===== config.mk =====
export PLATFORM = sky130hd
export DESIGN_NAME = window_geometry_string_parser
export DESIGN_NICKNAME = d
export VERILOG_FILES = /design/src/hdl/wgsp_pkg.sv /design/src/hdl/wgsp_in_reg.sv /design/src/hdl/wgsp_fsm.sv /design/src/hdl/wgsp_out_reg.sv /design/src/hdl/window_geometry_string_parser.sv
export SDC_FILE = /design/constraint.sdc
export NUM_CORES = 1
export LEC_CHECK = 0
export ABC_AREA = 1
export BUFFER_PORTS_ARGS = -buffer_cell sky130_fd_sc_hd__buf_4
export CORE_MARGIN = 2
export CORE_UTILIZATION = 50
export CTS_CLUSTER_DIAMETER = 30
export DETAILED_ROUTE_END_ITERATION = 16
export PLACE_DENSITY = 0.69
export SLEW_MARGIN = 20
export SYNTH_ARGS = -nofsm -noshare
export SYNTH_HDL_FRONTEND = slang
export SYNTH_SLANG_ARGS = --single-unit

===== constraint.sdc =====
create_clock -name clk -period 12.66 [get_ports clk]
set_input_delay 2.532 -clock clk [delete_from_list [all_inputs] [get_ports clk]]
set_output_delay 2.532 -clock clk [all_outputs]
set_load 0.005 [all_outputs]

===== src/hdl/wgsp_pkg.sv =====
// Shared types and constants for the window geometry string parser.
// Holds character codes, mask bit positions, the parser phase type and the result type.
// No dependencies.
package wgsp_pkg;

  // Default accumulator width
  localparam int VALUE_BITS_DEF = 32;

  // Width of every value on the result port
  localparam int OUT_BITS  = 32;
  localparam int MASK_BITS = 6;

  // Character codes
  localparam logic [7:0] CH_NUL   = 8'h00;
  localparam logic [7:0] CH_EQ    = 8'h3D;  // '='
  localparam logic [7:0] CH_LX    = 8'h78;  // 'x'
  localparam logic [7:0] CH_UX    = 8'h58;  // 'X'
  localparam logic [7:0] CH_PLUS  = 8'h2B;  // '+'
  localparam logic [7:0] CH_MINUS = 8'h2D;  // '-'
  localparam logic [7:0] CH_0     = 8'h30;  // '0'
  localparam logic [7:0] CH_9     = 8'h39;  // '9'

  // Bit positions in the presence mask
  localparam int M_X    = 0;
  localparam int M_Y    = 1;
  localparam int M_W    = 2;
  localparam int M_H    = 3;
  localparam int M_XNEG = 4;
  localparam int M_YNEG = 5;

  // Resting phases of the parser between characters
  typedef enum logic [2:0] {
    PH_START,
    PH_LEAD,
    PH_WIDTH,
    PH_HEIGHT,
    PH_XF,
    PH_YF,
    PH_ERROR
  } phase_t;

  // One parse result
  typedef struct packed {
    logic [MASK_BITS-1:0]       found_mask;
    logic signed [OUT_BITS-1:0] x_pos;
    logic signed [OUT_BITS-1:0] y_pos;
    logic [OUT_BITS-1:0]        width_val;
    logic [OUT_BITS-1:0]        height_val;
  } res_t;

endpackage


===== src/hdl/wgsp_in_reg.sv =====
// Input register for the geometry parser: holds one character until the parser takes it.
// Depends on nothing but the handshake from the top level.
module wgsp_in_reg (
  input  logic       clk,
  input  logic       rst_n,
  input  logic       in_valid,
  output logic       in_ready,
  input  logic [7:0] in_ch,
  input  logic       take,
  output logic       ch_valid,
  output logic [7:0] ch
);

  logic       valid_r, valid_nxt;
  logic [7:0] ch_r;

  // Accept when empty or when the held character leaves this cycle
  assign in_ready = !valid_r || take;

  always_comb begin
    valid_nxt = valid_r;
    if (in_valid && in_ready) begin
      valid_nxt = 1'b1;
    end else if (take) begin
      valid_nxt = 1'b0;
    end
  end

  always_ff @(posedge clk) begin
    if (!rst_n) begin
      valid_r <= 1'b0;
    end else begin
      valid_r <= valid_nxt;
    end
  end

  // Capture the character on each input transfer
  always_ff @(posedge clk) begin
    if (in_valid && in_ready) begin
      ch_r <= in_ch;
    end
  end

  assign ch_valid = valid_r;
  assign ch       = ch_r;

endmodule


===== src/hdl/wgsp_fsm.sv =====
// Parser state machine and field datapath: one character per step.
// Uses wgsp_pkg for character codes, phase_t and res_t.
module wgsp_fsm #(
  parameter int VALUE_BITS = wgsp_pkg::VALUE_BITS_DEF
) (
  input  logic             clk,
  input  logic             rst_n,
  input  logic             step,
  input  logic [7:0]       ch,
  output wgsp_pkg::res_t   res
);

  localparam int OB = wgsp_pkg::OUT_BITS;
  localparam int MB = wgsp_pkg::MASK_BITS;

  wgsp_pkg::phase_t      phase_r, phase_nxt, phase_upd;
  logic [VALUE_BITS-1:0] accum_r, accum_nxt, accum_upd;
  logic                  neg_r, neg_nxt, neg_upd;
  logic                  has_r, has_nxt, has_upd;
  logic [MB-1:0]         mask_r, mask_nxt, mask_upd;
  logic [VALUE_BITS-1:0] x_r, x_nxt, x_upd;
  logic [VALUE_BITS-1:0] y_r, y_nxt, y_upd;
  logic [VALUE_BITS-1:0] w_r, w_nxt, w_upd;
  logic [VALUE_BITS-1:0] h_r, h_nxt, h_upd;

  logic                  is_zero, is_digit, is_sign, is_minus, is_lx, is_x, is_eq;
  logic                  in_field, field_stay, stay, fin_w, fin_f, err_end;
  logic [3:0]            dig;
  logic [VALUE_BITS-1:0] acc10, acc_neg, acc_h, acc_x, acc_y;
  wgsp_pkg::phase_t      lead_tgt;
  logic [OB-1:0]         x_out, y_out, w_out, h_out;

  // Decode the character
  always_comb begin
    is_zero  = (ch == wgsp_pkg::CH_NUL);
    is_digit = (ch inside {[wgsp_pkg::CH_0 : wgsp_pkg::CH_9]});
    is_sign  = (ch == wgsp_pkg::CH_PLUS) || (ch == wgsp_pkg::CH_MINUS);
    is_minus = (ch == wgsp_pkg::CH_MINUS);
    is_lx    = (ch == wgsp_pkg::CH_LX);
    is_x     = is_lx || (ch == wgsp_pkg::CH_UX);
    is_eq    = (ch == wgsp_pkg::CH_EQ);
    dig      = 4'(ch - wgsp_pkg::CH_0);
    in_field = (phase_r inside {wgsp_pkg::PH_HEIGHT, wgsp_pkg::PH_XF, wgsp_pkg::PH_YF});
    // A field keeps the character if it is its leading sign or a digit
    field_stay = (!has_r && is_sign) || is_digit;
  end

  // Next phase, before the end-of-string return to start
  always_comb begin
    if (is_sign) begin
      lead_tgt = wgsp_pkg::PH_XF;
    end else if (is_lx) begin
      lead_tgt = wgsp_pkg::PH_HEIGHT;
    end else if (is_digit) begin
      lead_tgt = wgsp_pkg::PH_WIDTH;
    end else begin
      lead_tgt = wgsp_pkg::PH_ERROR;
    end

    case (phase_r)
      wgsp_pkg::PH_START: begin
        phase_upd = is_eq ? wgsp_pkg::PH_LEAD : lead_tgt;
      end
      wgsp_pkg::PH_LEAD: begin
        phase_upd = lead_tgt;
      end
      wgsp_pkg::PH_WIDTH: begin
        if (is_digit) begin
          phase_upd = wgsp_pkg::PH_WIDTH;
        end else if (is_x) begin
          phase_upd = wgsp_pkg::PH_HEIGHT;
        end else if (is_sign) begin
          phase_upd = wgsp_pkg::PH_XF;
        end else begin
          phase_upd = wgsp_pkg::PH_ERROR;
        end
      end
      wgsp_pkg::PH_HEIGHT: begin
        if (field_stay) begin
          phase_upd = wgsp_pkg::PH_HEIGHT;
        end else if (has_r && is_sign) begin
          phase_upd = wgsp_pkg::PH_XF;
        end else begin
          phase_upd = wgsp_pkg::PH_ERROR;
        end
      end
      wgsp_pkg::PH_XF: begin
        if (field_stay) begin
          phase_upd = wgsp_pkg::PH_XF;
        end else if (has_r && is_sign) begin
          phase_upd = wgsp_pkg::PH_YF;
        end else begin
          phase_upd = wgsp_pkg::PH_ERROR;
        end
      end
      wgsp_pkg::PH_YF: begin
        phase_upd = field_stay ? wgsp_pkg::PH_YF : wgsp_pkg::PH_ERROR;
      end
      wgsp_pkg::PH_ERROR: begin
        phase_upd = wgsp_pkg::PH_ERROR;
      end
      default: begin
        phase_upd = wgsp_pkg::PH_ERROR;
      end
    endcase

    phase_nxt = phase_r;
    if (step) begin
      phase_nxt = is_zero ? wgsp_pkg::PH_START : phase_upd;
    end
  end

  // Field datapath and result values
  always_comb begin
    acc10   = (accum_r << 3) + (accum_r << 1) + {{(VALUE_BITS-4){1'b0}}, dig};
    acc_neg = ~accum_r + 1'b1;
    acc_h   = neg_r ? acc_neg : accum_r;
    acc_x   = (neg_r ^ mask_r[wgsp_pkg::M_XNEG]) ? acc_neg : accum_r;
    acc_y   = (neg_r ^ mask_r[wgsp_pkg::M_YNEG]) ? acc_neg : accum_r;

    stay  = (phase_upd == phase_r) && (in_field || (phase_r == wgsp_pkg::PH_WIDTH));
    fin_w = (phase_r == wgsp_pkg::PH_WIDTH) && !is_digit;
    fin_f = in_field && !field_stay && has_r;

    // Accumulate, hold or clear the current field
    if (stay && is_digit) begin
      accum_upd = acc10;
    end else if (stay) begin
      accum_upd = accum_r;
    end else if (phase_upd == wgsp_pkg::PH_WIDTH) begin
      accum_upd = {{(VALUE_BITS-4){1'b0}}, dig};
    end else begin
      accum_upd = '0;
    end
    has_upd = stay;
    neg_upd = stay && ((!has_r && is_sign) ? is_minus : neg_r);

    // Close finished fields
    mask_upd = mask_r;
    w_upd    = w_r;
    h_upd    = h_r;
    x_upd    = x_r;
    y_upd    = y_r;
    if (fin_w) begin
      w_upd = accum_r;
      mask_upd[wgsp_pkg::M_W] = 1'b1;
    end
    if (fin_f && (phase_r == wgsp_pkg::PH_HEIGHT)) begin
      h_upd = acc_h;
      mask_upd[wgsp_pkg::M_H] = 1'b1;
    end
    if (fin_f && (phase_r == wgsp_pkg::PH_XF)) begin
      x_upd = acc_x;
      mask_upd[wgsp_pkg::M_X] = 1'b1;
    end
    if (fin_f && (phase_r == wgsp_pkg::PH_YF)) begin
      y_upd = acc_y;
      mask_upd[wgsp_pkg::M_Y] = 1'b1;
    end
    // Direction sign on entry to the x or y field
    if ((phase_upd == wgsp_pkg::PH_XF) && (phase_r != wgsp_pkg::PH_XF) && is_minus) begin
      mask_upd[wgsp_pkg::M_XNEG] = 1'b1;
    end
    if ((phase_upd == wgsp_pkg::PH_YF) && (phase_r != wgsp_pkg::PH_YF) && is_minus) begin
      mask_upd[wgsp_pkg::M_YNEG] = 1'b1;
    end

    // End of string is an error after a bare '=', in an empty field, or after any error
    err_end = (phase_r == wgsp_pkg::PH_LEAD) || (phase_r == wgsp_pkg::PH_ERROR) ||
              (in_field && !has_r);

    // Hold, advance or return to reset values
    accum_nxt = accum_r;
    neg_nxt   = neg_r;
    has_nxt   = has_r;
    mask_nxt  = mask_r;
    x_nxt     = x_r;
    y_nxt     = y_r;
    w_nxt     = w_r;
    h_nxt     = h_r;
    if (step && is_zero) begin
      accum_nxt = '0;
      neg_nxt   = 1'b0;
      has_nxt   = 1'b0;
      mask_nxt  = '0;
      x_nxt     = '0;
      y_nxt     = '0;
      w_nxt     = '0;
      h_nxt     = '0;
    end else if (step) begin
      accum_nxt = accum_upd;
      neg_nxt   = neg_upd;
      has_nxt   = has_upd;
      mask_nxt  = mask_upd;
      x_nxt     = x_upd;
      y_nxt     = y_upd;
      w_nxt     = w_upd;
      h_nxt     = h_upd;
    end
  end

  // Fit values to the output width: truncate when wider, else sign-extend offsets, zero-extend sizes
  if (VALUE_BITS >= OB) begin : g_trunc
    assign x_out = x_upd[OB-1:0];
    assign y_out = y_upd[OB-1:0];
    assign w_out = w_upd[OB-1:0];
    assign h_out = h_upd[OB-1:0];
  end else begin : g_ext
    assign x_out = {{(OB-VALUE_BITS){x_upd[VALUE_BITS-1]}}, x_upd};
    assign y_out = {{(OB-VALUE_BITS){y_upd[VALUE_BITS-1]}}, y_upd};
    assign w_out = {{(OB-VALUE_BITS){1'b0}}, w_upd};
    assign h_out = {{(OB-VALUE_BITS){1'b0}}, h_upd};
  end

  // Result for an end character
  always_comb begin
    if (err_end) begin
      res = '0;
    end else begin
      res.found_mask = mask_upd;
      res.x_pos      = $signed(x_out);
      res.y_pos      = $signed(y_out);
      res.width_val  = w_out;
      res.height_val = h_out;
    end
  end

  always_ff @(posedge clk) begin
    if (!rst_n) begin
      phase_r <= wgsp_pkg::PH_START;
      accum_r <= '0;
      neg_r   <= 1'b0;
      has_r   <= 1'b0;
      mask_r  <= '0;
      x_r     <= '0;
      y_r     <= '0;
      w_r     <= '0;
      h_r     <= '0;
    end else begin
      phase_r <= phase_nxt;
      accum_r <= accum_nxt;
      neg_r   <= neg_nxt;
      has_r   <= has_nxt;
      mask_r  <= mask_nxt;
      x_r     <= x_nxt;
      y_r     <= y_nxt;
      w_r     <= w_nxt;
      h_r     <= h_nxt;
    end
  end

endmodule


===== src/hdl/wgsp_out_reg.sv =====
// Result register for the geometry parser: holds one result until the sink takes it.
// Uses wgsp_pkg for res_t.
module wgsp_out_reg (
  input  logic           clk,
  input  logic           rst_n,
  input  logic           load,
  input  wgsp_pkg::res_t res_in,
  output logic           free,
  output logic           out_valid,
  input  logic           out_ready,
  output wgsp_pkg::res_t res_out
);

  logic           valid_r, valid_nxt;
  wgsp_pkg::res_t res_r;

  // Room for a new result when empty or when the held one transfers now
  assign free = !valid_r || out_ready;

  always_comb begin
    valid_nxt = valid_r;
    if (load) begin
      valid_nxt = 1'b1;
    end else if (out_ready) begin
      valid_nxt = 1'b0;
    end
  end

  always_ff @(posedge clk) begin
    if (!rst_n) begin
      valid_r <= 1'b0;
    end else begin
      valid_r <= valid_nxt;
    end
  end

  always_ff @(posedge clk) begin
    if (load) begin
      res_r <= res_in;
    end
  end

  assign out_valid = valid_r;
  assign res_out   = res_r;

endmodule


===== src/hdl/window_geometry_string_parser.sv =====
// Top level of the geometry string parser: input register, parser, result register.
// Uses wgsp_pkg, wgsp_in_reg, wgsp_fsm and wgsp_out_reg.
//
//   channel  ports                                    direction  transfer
//   in       in_valid, in_ready, in_ch                sink       one character
//   out      out_valid, out_ready, out_found_mask,    source     one result per end
//            out_x_pos, out_y_pos, out_width_val,                character
//            out_height_val
//
// One character is taken per cycle unless an end character waits; it is held in the input
// register, then reaches the parser state and, for an end character, the result register.
// An end character waits in the input register only while the result register is full
// and out_ready is low; other characters never wait on the output side.
// Synchronous active-low reset empties both registers and returns the parser to the start
// of a string; after each end character the parser returns there on its own.
module window_geometry_string_parser #(
  parameter int VALUE_BITS = wgsp_pkg::VALUE_BITS_DEF
) (
  input  logic                                   clk,
  input  logic                                   rst_n,
  input  logic                                   in_valid,
  output logic                                   in_ready,
  input  logic [7:0]                             in_ch,
  output logic                                   out_valid,
  input  logic                                   out_ready,
  output logic [wgsp_pkg::MASK_BITS-1:0]         out_found_mask,
  output logic signed [wgsp_pkg::OUT_BITS-1:0]   out_x_pos,
  output logic signed [wgsp_pkg::OUT_BITS-1:0]   out_y_pos,
  output logic [wgsp_pkg::OUT_BITS-1:0]          out_width_val,
  output logic [wgsp_pkg::OUT_BITS-1:0]          out_height_val
);

  logic           ch_valid, take, is_end, out_free;
  logic [7:0]     ch;
  wgsp_pkg::res_t res, res_q;

  // Advance a character unless it ends a string and the result register is busy
  assign is_end = (ch == wgsp_pkg::CH_NUL);
  assign take   = ch_valid && (!is_end || out_free);

  wgsp_in_reg u_in (
    .clk      (clk),
    .rst_n    (rst_n),
    .in_valid (in_valid),
    .in_ready (in_ready),
    .in_ch    (in_ch),
    .take     (take),
    .ch_valid (ch_valid),
    .ch       (ch)
  );

  wgsp_fsm #(
    .VALUE_BITS (VALUE_BITS)
  ) u_fsm (
    .clk   (clk),
    .rst_n (rst_n),
    .step  (take),
    .ch    (ch),
    .res   (res)
  );

  wgsp_out_reg u_out (
    .clk       (clk),
    .rst_n     (rst_n),
    .load      (take && is_end),
    .res_in    (res),
    .free      (out_free),
    .out_valid (out_valid),
    .out_ready (out_ready),
    .res_out   (res_q)
  );

  assign out_found_mask = res_q.found_mask;
  assign out_x_pos      = res_q.x_pos;
  assign out_y_pos      = res_q.y_pos;
  assign out_width_val  = res_q.width_val;
  assign out_height_val = res_q.height_val;

endmodule

After elaboration in Yosys (flattened, before gate mapping) --
Index checks and enable logic that the tools add are counted.
Operators by class: add/sub/neg operators 4, order comparisons 2, equality and inequality tests 18, muxes and demuxes 35, bitwise operators 4, reductions and logical operators 42
Operator list (count):
- $mux 32 | 9
- $add 32x1->32 const B | 1
- $add 32x32->32 | 1
- $add 32x4->32 | 1
- $not 32->32 | 1
- $mux 3 | 9
- $eq 8x6->1 const B | 3
- $logic_and 1x1->1 | 20
- $pmux 3 s6 | 1
- $eq 8x7->1 const B | 2
- $eq 3x3->1 const B | 5
- $mux 1 | 11
- $eq 3x2->1 const B | 3
- $logic_or 1x1->1 | 9
- $ge 8x6->1 const B | 1
- $le 8x6->1 const B | 1
- $logic_not 8->1 | 1
- $mux 2 | 4
- $logic_not 1->1 | 6
- $ne 3x3->1 const B | 2
- $mux 4 | 1
- $reduce_bool 2->1 | 2
- $sub 4x1->4 const B | 1
- $eq 3x1->1 const B | 1
- other kinds (8) | 9
Word-level totals: register bits after elaboration 315, output and inout bits 136, logic and storage cells 122

Depth between registers and ports, before layout --
Gate-level depths: netlist (run 1).
depth after elaboration 12, mapped depth 15, mapped depth without buffers 15

Modules after synthesis --
From an unflattened synthesis (run 1), not the netlist that was laid out.
Second synthesis, totals: cells, all modules 2169, area, all modules 17041.3 µm²
Modules (own cells, without submodules):
- wgsp_fsm | instances 1, cells each 2002, area an instance 12629.6 µm²
- wgsp_out_reg | instances 1, cells each 140, area an instance 4070.2 µm²
- wgsp_in_reg | instances 1, cells each 15, area an instance 291.5 µm²
- window_geometry_string_parser | instances 1, cells each 12, area an instance 50.0 µm²

Worst setup path before layout (run 1) --
No wires, ideal clock.
path kind input -> register, start point in out_ready, end point reg u_out.res_r, in the netlist u_out.res_out[0], enable pin, setup time 486 ps, arrival time 5595 ps, setup slack 6578 ps, cell stages on the path 4, buffers on the path 0, path through inv_1 > a31oi_4 > nand2_1 > inv_1
On the way: longest elaborated chain between the ends 4
RTL lines:
- start: declaration | line window_geometry_string_parser.sv:25 | input logic out_ready,
- $logic_or 1x1->1 | line wgsp_out_reg.sv:18 | assign free = !valid_r || out_ready;
- $logic_or 1x1->1 | line window_geometry_string_parser.sv:39 | assign take = ch_valid && (!is_end || out_free);
- $logic_and 1x1->1 | line window_geometry_string_parser.sv:39
- $logic_and 1x1->1 | line window_geometry_string_parser.sv:65 | .load (take && is_end),
- net u_out.load | line wgsp_out_reg.sv:6 | input logic load,
- end signal: assignment | line wgsp_out_reg.sv:39 | res_r <= res_in;
- end: declaration | line wgsp_out_reg.sv:15 | wgsp_pkg::res_t res_r;
The timed path passes the listed nets, and every way through them passes these cells. A chain may end at the register's enable or synchronous reset.

Worst setup path after layout (run 1) --
start point in out_ready, end point out in_ready
On the way: longest elaborated chain between the ends 4
RTL lines:
- $logic_or 1x1->1 | line wgsp_out_reg.sv:18
- $logic_or 1x1->1 | line window_geometry_string_parser.sv:39
- $logic_and 1x1->1 | line window_geometry_string_parser.sv:39
- $logic_or 1x1->1 | line wgsp_in_reg.sv:18 | assign in_ready = !valid_r || take;
- end: declaration | line window_geometry_string_parser.sv:22 | output logic in_ready,
No other way between the ends.

==> summary.txt, run 1 <==
Global routing
  • All-Layer GR Usage: 31.13%
  • Number of global-route vias before repair: 14640
  • Largest net degree at the start of global routing: 80
  • GRT overflow: 0
  • First-pass GRT wire length: 84940 um
  • Initial antenna violation count: 0

Logic synthesis
  • Post-Synth Adder-Cell Area: 4.593%
  • Synth warn: 0
  • Post-Synth Simple-Gate Area: 23.32%
  • Synthesized instance count: 2142
  • Xor/xnor cell area share of the yosys netlist: 2.067%
  • Most frequent cells after synthesis: 447 x nand2_1, 306 x a21oi_1, 198 x nor2_1
  • Synthesized area: 16950 um^2
  • Most common flop cell mapped by yosys: dfxtp_1
  • Post-synth cell types: 50
  • Largest family of logic cells by synthesized area: simple AND/OR/NAND/NOR gates
  • Syn nets: 2215
  • Mapped Avg Cell Area: 7.911 um^2
  • Top cells by area, synth: edfxtp_1 25%, dfxtp_1 20%, nand2_1 9.9%
  • Top-area cell type share of the netlist area: 25.16%
  • Seq/Total Area, Yosys: 45.60%
  • Mux contribution to synthesized area: 0%
  • Cell with the most instances after synthesis: nand2_1
  • Post-synth EDFFs: 142
  • Asr flop ratio synth: 0%
  • Complex-gate fraction of the synthesized area: 16.96%
  • #FFs+latches synth: 315
  • Synth area leader: edfxtp_1

Run
  • Max-Cap Viols: 0

Finish
  • Layout Nets: 2332
  • Area growth from synthesis to layout: 21.49%
  • Ant. Diodes: 0
  • Post-route cell area: 20590 um^2
  • Fraction of layout cells with a size suffix above 1: 15.92%
  • Fillers: 2964

Worst setup path
  • Worst r2r dst: u_fsm.y_r[17]$_SDFFE_PP0P_
  • Critical path origin: out_ready
  • Startpoint types: input port
  • CP Max Fanout: 3
  • Depth of the most critical reg-to-reg path: 11
  • CP delay by family, top: buffers and inverters
  • Critical path depth in cells: 4
  • Critical Path End Type: output port
  • CP Class: input port to output port
  • CP dominant cell by count: buf_4
  • Buf/Inv on CP: 3
  • Highest-delay cell along the critical path: buf_4
  • Crit path required time: 10130 ps
  • Launch point of the worst reg-to-reg path: u_in.ch[3]$_DFFE_PP_
  • Delay of the slowest cell on the worst path: 190 ps
  • CP cell instances: buf_4 -> inv_1 -> nand4_1 -> buf_4
  • Crit path to: in_ready
  • Critical Path AT: 3110 ps
  • R2r setup slk: 8740 ps

CTS
  • Clock slew at the register clock pins of the worst setup and hold paths: 50 ps
  • CTS Sinks: 315
  • Skew-Pair Late Insertion Delay: 580 ps
  • Root Driver: clkbuf_16
  • CTS tree: built
  • Post-cts hold buffer count: 0
  • Post-cts resize count: 0
  • Clock buffer depth: 3
  • Setup Buffers After CTS: 0
  • Total CTS buffers: 69
  • CTS H-tree lvls: 3

Die
  • Core area: 33450 um^2
  • Core Rows: 67
  • Width of the chip: 188.1 um
  • Die ar.: 35380 um^2
  • # IOs: 148
  • Die Height: 188.1 um
  • Starting Density: 50.66%

Route
  • Detailed Route WL: 55610 um
  • Post-route DRC: 0
  • Antenna viol nets, final: 0
  • DRT iter0 DRCs: 1836
  • Via/cell ratio: 5.683
  • Via Count: 15690
  • DR pass1 iterations: 9
  • Wire per inst: 20.15 um

Timing
  • Endpoints failing setup: 0
  • Final Skew: 31.88 ps
  • Slew Viols, Final: 0
  • Final hold vios: 0
  • RSZ-0062 raised after global routing: no
  • Post-route minimum period: 5639 ps
  • Worst Setup Slack, final: 7021 ps
  • Tcrit/Tclk final: 44.54%
  • Relative slew slack: 30.33%
  • Max frequency: 0.1773 GHz
  • Least-Margin Pin Slew: 1044 ps
  • Setup tns final: 0 ps

Place
  • Gpl congestion: 1.013
  • Dpl ws: 6867 ps
  • PortBufs: 147
  • Post-DP HPWL: 37460 um
  • Placed cell area: 18230 um^2

Power
  • Peak supply drop: 0.09560 mV
  • Pwr/cell area: 149.1 nW/um^2
  • Leakage power total: 8.375 nW

Outcome
  • Status: complete, no violations

Min path
  • Worst hold start: u_fsm.mask_r[3]$_SDFFE_PP0P_
  • Worst hold path type: flip-flop to flip-flop
## worst min path at each step
stage,slack (ps),endpoint,cells past startpoint
after detailed placement,450,u_fsm.mask_r[1]$_SDFFE_PP0P_,2
after global placement,440,u_fsm.x_r[4]$_SDFFE_PP0P_,2
final,460,u_fsm.mask_r[3]$_SDFFE_PP0P_,2
after CTS,460,u_fsm.h_r[14]$_SDFFE_PP0P_,2
after floorplan,430,u_fsm.y_r[4]$_SDFFE_PP0P_,2
after global routing,480,u_fsm.y_r[22]$_SDFFE_PP0P_,2
## worst register-to-register path: stages (launching register included)
cell	delay [ps]
edfxtp_1	490
inv_2	80
nand3_1	140
nor4_4	70
a31oi_4	120
buf_4	600
nand2_1	350
nand2_4	800
buf_4	830
nor2_1	150
o21ai_0	100
inv_1	60
## final cells by class
cell class / count / area [um^2] / area share [%]
Multi-Input combinational cell: 1515 / 7984 / 38.78
Tap cell: 448 / 560.5 / 2.723
Clock buffer: 76 / 1817 / 8.825
Inverter: 196 / 740.7 / 3.598
Timing Repair Buffer: 162 / 1216 / 5.908
Sequential cell: 315 / 7727 / 37.54
Clock inverter: 48 / 540.5 / 2.626
## logic make-up (layout without fill, tap and decap cells)
group           count (synthesis)  count (layout)
compound gates                513             513
xor+xnor                       40              40
fa+ha+maj                      61              61
buf+inv                       312             482
flops                         315             315
simple gates                  901             901
## metal layers
layer / part of all wire, % / global-route usage (%) / up-vias
li1: - / - / 7503
met1: 43 / 43.04 / 7326
met2: 45 / 48.55 / 729
met3: 8.5 / 5.409 / 127
met4: 3.5 / 12.36 / 0
met5: 0 / 0 / -
## report_power, final
part / total, mW / internal, mW / leakage [nW] / switching, mW
sequential: 1.08 / 1.07 / 2.74 / 0.00996
clock: 1.81 / 1.19 / 1.12 / 0.615
combinational: 0.184 / 0.0418 / 4.52 / 0.142
total: 3.07 / 2.30 / 8.37 / 0.767
## per-stage QoR
step | instances | power (mW) | util, % | hold slack, ps
4_1_cts | 2760 | 3.073 | 61.55 | 459.8
6_report | 2760 | 3.070 | 61.55 | 457.4
3_3_place_gp | 2636 | 1.273 | 54.50 | 443.3
2_1_floorplan | 2142 | 1.210 | - | 429.1
5_1_grt | 2760 | 3.138 | 61.55 | 477.1
3_5_place_dp | 2636 | 1.275 | 54.50 | 451.3
## cell usage in the layout (no fill, tap or decap), drive strengths merged, types with 4 or more instances in the layout
master,Yosys,routed
inv,193,205
edfxtp,142,142
ha,59,59
a21oi,317,317
buf,61,162
a211oi,66,66
xor2,26,26
nor2,210,210
clkbuf,55,76
nand3,132,132
clkinvlp,0,11
o21bai,4,4
o211ai,10,10
dfxtp,173,173
clkinv,3,21
nor4,5,5
bufinv,0,7
a22oi,6,6
or2,35,35
o21ai,97,97
xnor2,14,14
a21o,4,4
nor3,16,16
nand4,35,35
nand2,466,466
## sequential cells by signal, indices dropped and copies added, names as in the netlist
register,cells
u_out.res_out,134
u_fsm.neg_r,1
u_fsm.has_r,1
u_fsm.h_r,32
u_fsm.w_r,32
u_fsm.y_r,32
u_out.out_valid,1
u_in.ch,8
u_in.ch_valid,1
u_fsm.phase_r,3
u_fsm.mask_r,6
u_fsm.x_r,32
u_fsm.accum_r,32
Power figures use the tool's default switching activity.
==> run 2: changes to the inputs <==
==> constraint.sdc (replaced) <==
create_clock -name clk -period 5.7 [get_ports clk]
set_input_delay 1.14 -clock clk [delete_from_list [all_inputs] [get_ports clk]]
set_output_delay 1.14 -clock clk [all_outputs]
set_load 0.005 [all_outputs]
==> run 2 against run 1 <==
Compared with the run above: combinational power increased by 130%; sequential share of layout area is essentially flat; cell area is essentially flat; utilization is essentially flat; critical path type is now flip-flop to flip-flop; register-to-register slack worse by 6700 ps; non-clock buffer count is 1 higher; setup slack got worse by 4900 ps; critical path depth is 7 higher; power increased by 120%; clock power rose by 120%; hold slack got worse by 5.2 ps; clock skew fell by 14 ps.
==> summary.txt, run 2 (synthesis gave the netlist of run 1 again) <==
Outcome
  • Status: complete, no violations

Place
  • PortBufs: 147
  • Placed cell area: 18260 um^2
  • Placed Cells: 2637
  • Post-DP HPWL: 37730 um
  • Dpl ws: 1929 ps
  • Gpl congestion: 1.074

Timing
  • Slew Viols, Final: 0
  • Endpoints failing setup: 0
  • Hold WS: 452.2 ps
  • Setup tns final: 0 ps
  • RSZ-0062 raised after global routing: no
  • Relative slew slack: 21.09%
  • Post-route minimum period: 3620 ps
  • Least-Margin Pin Slew: 1171 ps
  • Final Skew: 18.15 ps
  • Worst Setup Slack, final: 2080 ps
  • Max frequency: 0.2762 GHz
  • Final hold vios: 0
  • Tcrit/Tclk final: 63.51%

Route
  • DRT iter0 DRCs: 1814
  • Wire per inst: 20.32 um
  • Via/cell ratio: 5.712
  • Detailed Route WL: 56200 um
  • Post-route DRC: 0
  • DR pass1 iterations: 8
  • Antenna viol nets, final: 0
  • Via Count: 15800

Global routing
  • GRT overflow: 0
  • Number of global-route vias before repair: 14780
  • All-Layer GR Usage: 31.58%
  • Largest net degree at the start of global routing: 99
  • First-pass GRT wire length: 85620 um
  • Initial antenna violation count: 0

CTS
  • Total CTS buffers: 69
  • Root Driver: clkbuf_16
  • CTS H-tree lvls: 3
  • CTS tree: built
  • Clock slew at the register clock pins of the worst setup and hold paths: 50 ps
  • Setup Buffers After CTS: 0
  • Clock buffer depth: 3
  • Skew-Pair Late Insertion Delay: 580 ps
  • CTS Sinks: 315
  • Post-cts hold buffer count: 0
  • Post-cts resize count: 0

Worst setup path
  • Critical path depth in cells: 11
  • Worst r2r dst: u_fsm.h_r[16]$_SDFFE_PP0P_
  • Startpoint types: flip-flop
  • CP Max Fanout: 58
  • Launch point of the worst reg-to-reg path: u_in.ch[0]$_DFFE_PP_
  • Critical Path AT: 4110 ps
  • CP Class: flip-flop to flip-flop
  • Depth of the most critical reg-to-reg path: 11
  • Delay of the slowest cell on the worst path: 790 ps
  • Highest-delay cell along the critical path: inv_1
  • CP dominant cell by count: buf_4
  • CP cell instances: nor2_2 -> nand3_1 -> nor4_4 -> a31oi_4 -> buf_4 -> inv_2 -> buf_4 -> nor2_1 -> inv_1 -> nand2_1 -> a21oi_1
  • Crit path required time: 6190 ps
  • Buf/Inv on CP: 4
  • CP delay by family, top: buffers and inverters
  • Critical Path End Type: flip-flop
  • R2r setup slk: 2080 ps

Finish
  • Layout Nets: 2333
  • Fillers: 2941
  • Most frequent cells in the layout: 445 x nand2_1, 306 x a21oi_1, 198 x nor2_1, 179 x inv_1, 172 x dfxtp_1
  • Most common cell after layout, fill and taps aside: nand2_1
  • Non-filler instance count after layout: 2765
  • Fraction of layout cells with a size suffix above 1: 15.98%
  • Area growth from synthesis to layout: 21.54%
  • Final core utilization: 61.57%
  • Post-route cell area: 20590 um^2
  • Largest register FFs: 134

Run
  • Max-Cap Viols: 0

Die
  • # IOs: 148
  • Core Rows: 67
  • Core area: 33450 um^2
  • Starting Density: 50.66%
  • Die ar.: 35380 um^2
  • Die Height: 188.1 um
  • Width of the chip: 188.1 um

Min path
  • Worst hold path type: flip-flop to flip-flop
  • WHS Endpoint: u_fsm.x_r[4]$_SDFFE_PP0P_
  • Worst hold start: u_fsm.x_r[4]$_SDFFE_PP0P_
  • Hold Path Depth: 2

Power
  • Sw Pwr: 1.677 mW
  • Pwr/cell area: 327.5 nW/um^2
  • Switching Share: 24.86%
  • Tot Pwr: 6.744 mW
  • Leakage power total: 8.382 nW
  • Peak supply drop: 0.3017 mV
  • Combinational power share: 6.1%
  • Seq pwr share: 35.5%
  • Clock power share: 58.3%
  • Int Pwr: 5.068 mW
## run 2: changes by cell type in the layout (fill, tap and decap cells not counted), moves of 2 or more
cell	before	now
clkbuf_1	4	7
clkinv_4	7	10
clkinvlp_4	11	8
buf_12	0	2
clkbuf_8	0	2
inv_8	2	0
## run 2: final cells by class
type | instances | area [um^2] | area share [%]
multi-input cells | 1515 | 7984 | 38.77
flip-flops and latches | 315 | 7729 | 37.53
clock buffers | 80 | 1831 | 8.888
repair buffers | 163 | 1249 | 6.063
inverters | 196 | 743.2 | 3.609
well taps | 448 | 560.5 | 2.722
clock inverters | 47 | 496.7 | 2.412
diodes | 1 | 2.502 | 0.01215
## run 2: tightest hold or removal path, stage by stage (launching register included)
cell	delay (ps)
dfxtp_1	290
inv_1	60
a21oi_1	50
## run 2: how the worst max path moves through the flow
stage,from,endpoint
6_report,u_in.ch[0]$_DFFE_PP_,u_fsm.h_r[16]$_SDFFE_PP0P_
5_1_grt,u_in.ch[0]$_DFFE_PP_,u_fsm.h_r[16]$_SDFFE_PP0P_
4_1_cts,u_in.ch[0]$_DFFE_PP_,u_fsm.h_r[19]$_SDFFE_PP0P_
3_5_place_dp,out_ready,u_fsm.h_r[19]$_SDFFE_PP0P_
3_3_place_gp,out_ready,u_fsm.h_r[21]$_SDFFE_PP0P_
2_1_floorplan,out_ready,u_out.res_out[0]$_SDFFCE_PP0P_
## run 2: per-layer routing
metal  up-vias  routed length (um)  track usage (%)
li1       7518                   -                -
met3       136                5012            7.393
met4         0                2193            14.02
met1      7410               23960            43.00
met5         -                   0                0
met2       731               25030            47.90
## run 2: power groups by stage
stage | Combinational, mW | Sequential [mW] | Clock (mW)
finish | 0.414 | 2.40 | 3.93
global route | 0.438 | 2.40 | 4.09
CTS | 0.398 | 2.40 | 3.97
detailed placement | 0.395 | 2.44 | 0
global placement | 0.394 | 2.44 | 0
floorplan | 0.261 | 2.43 | 0
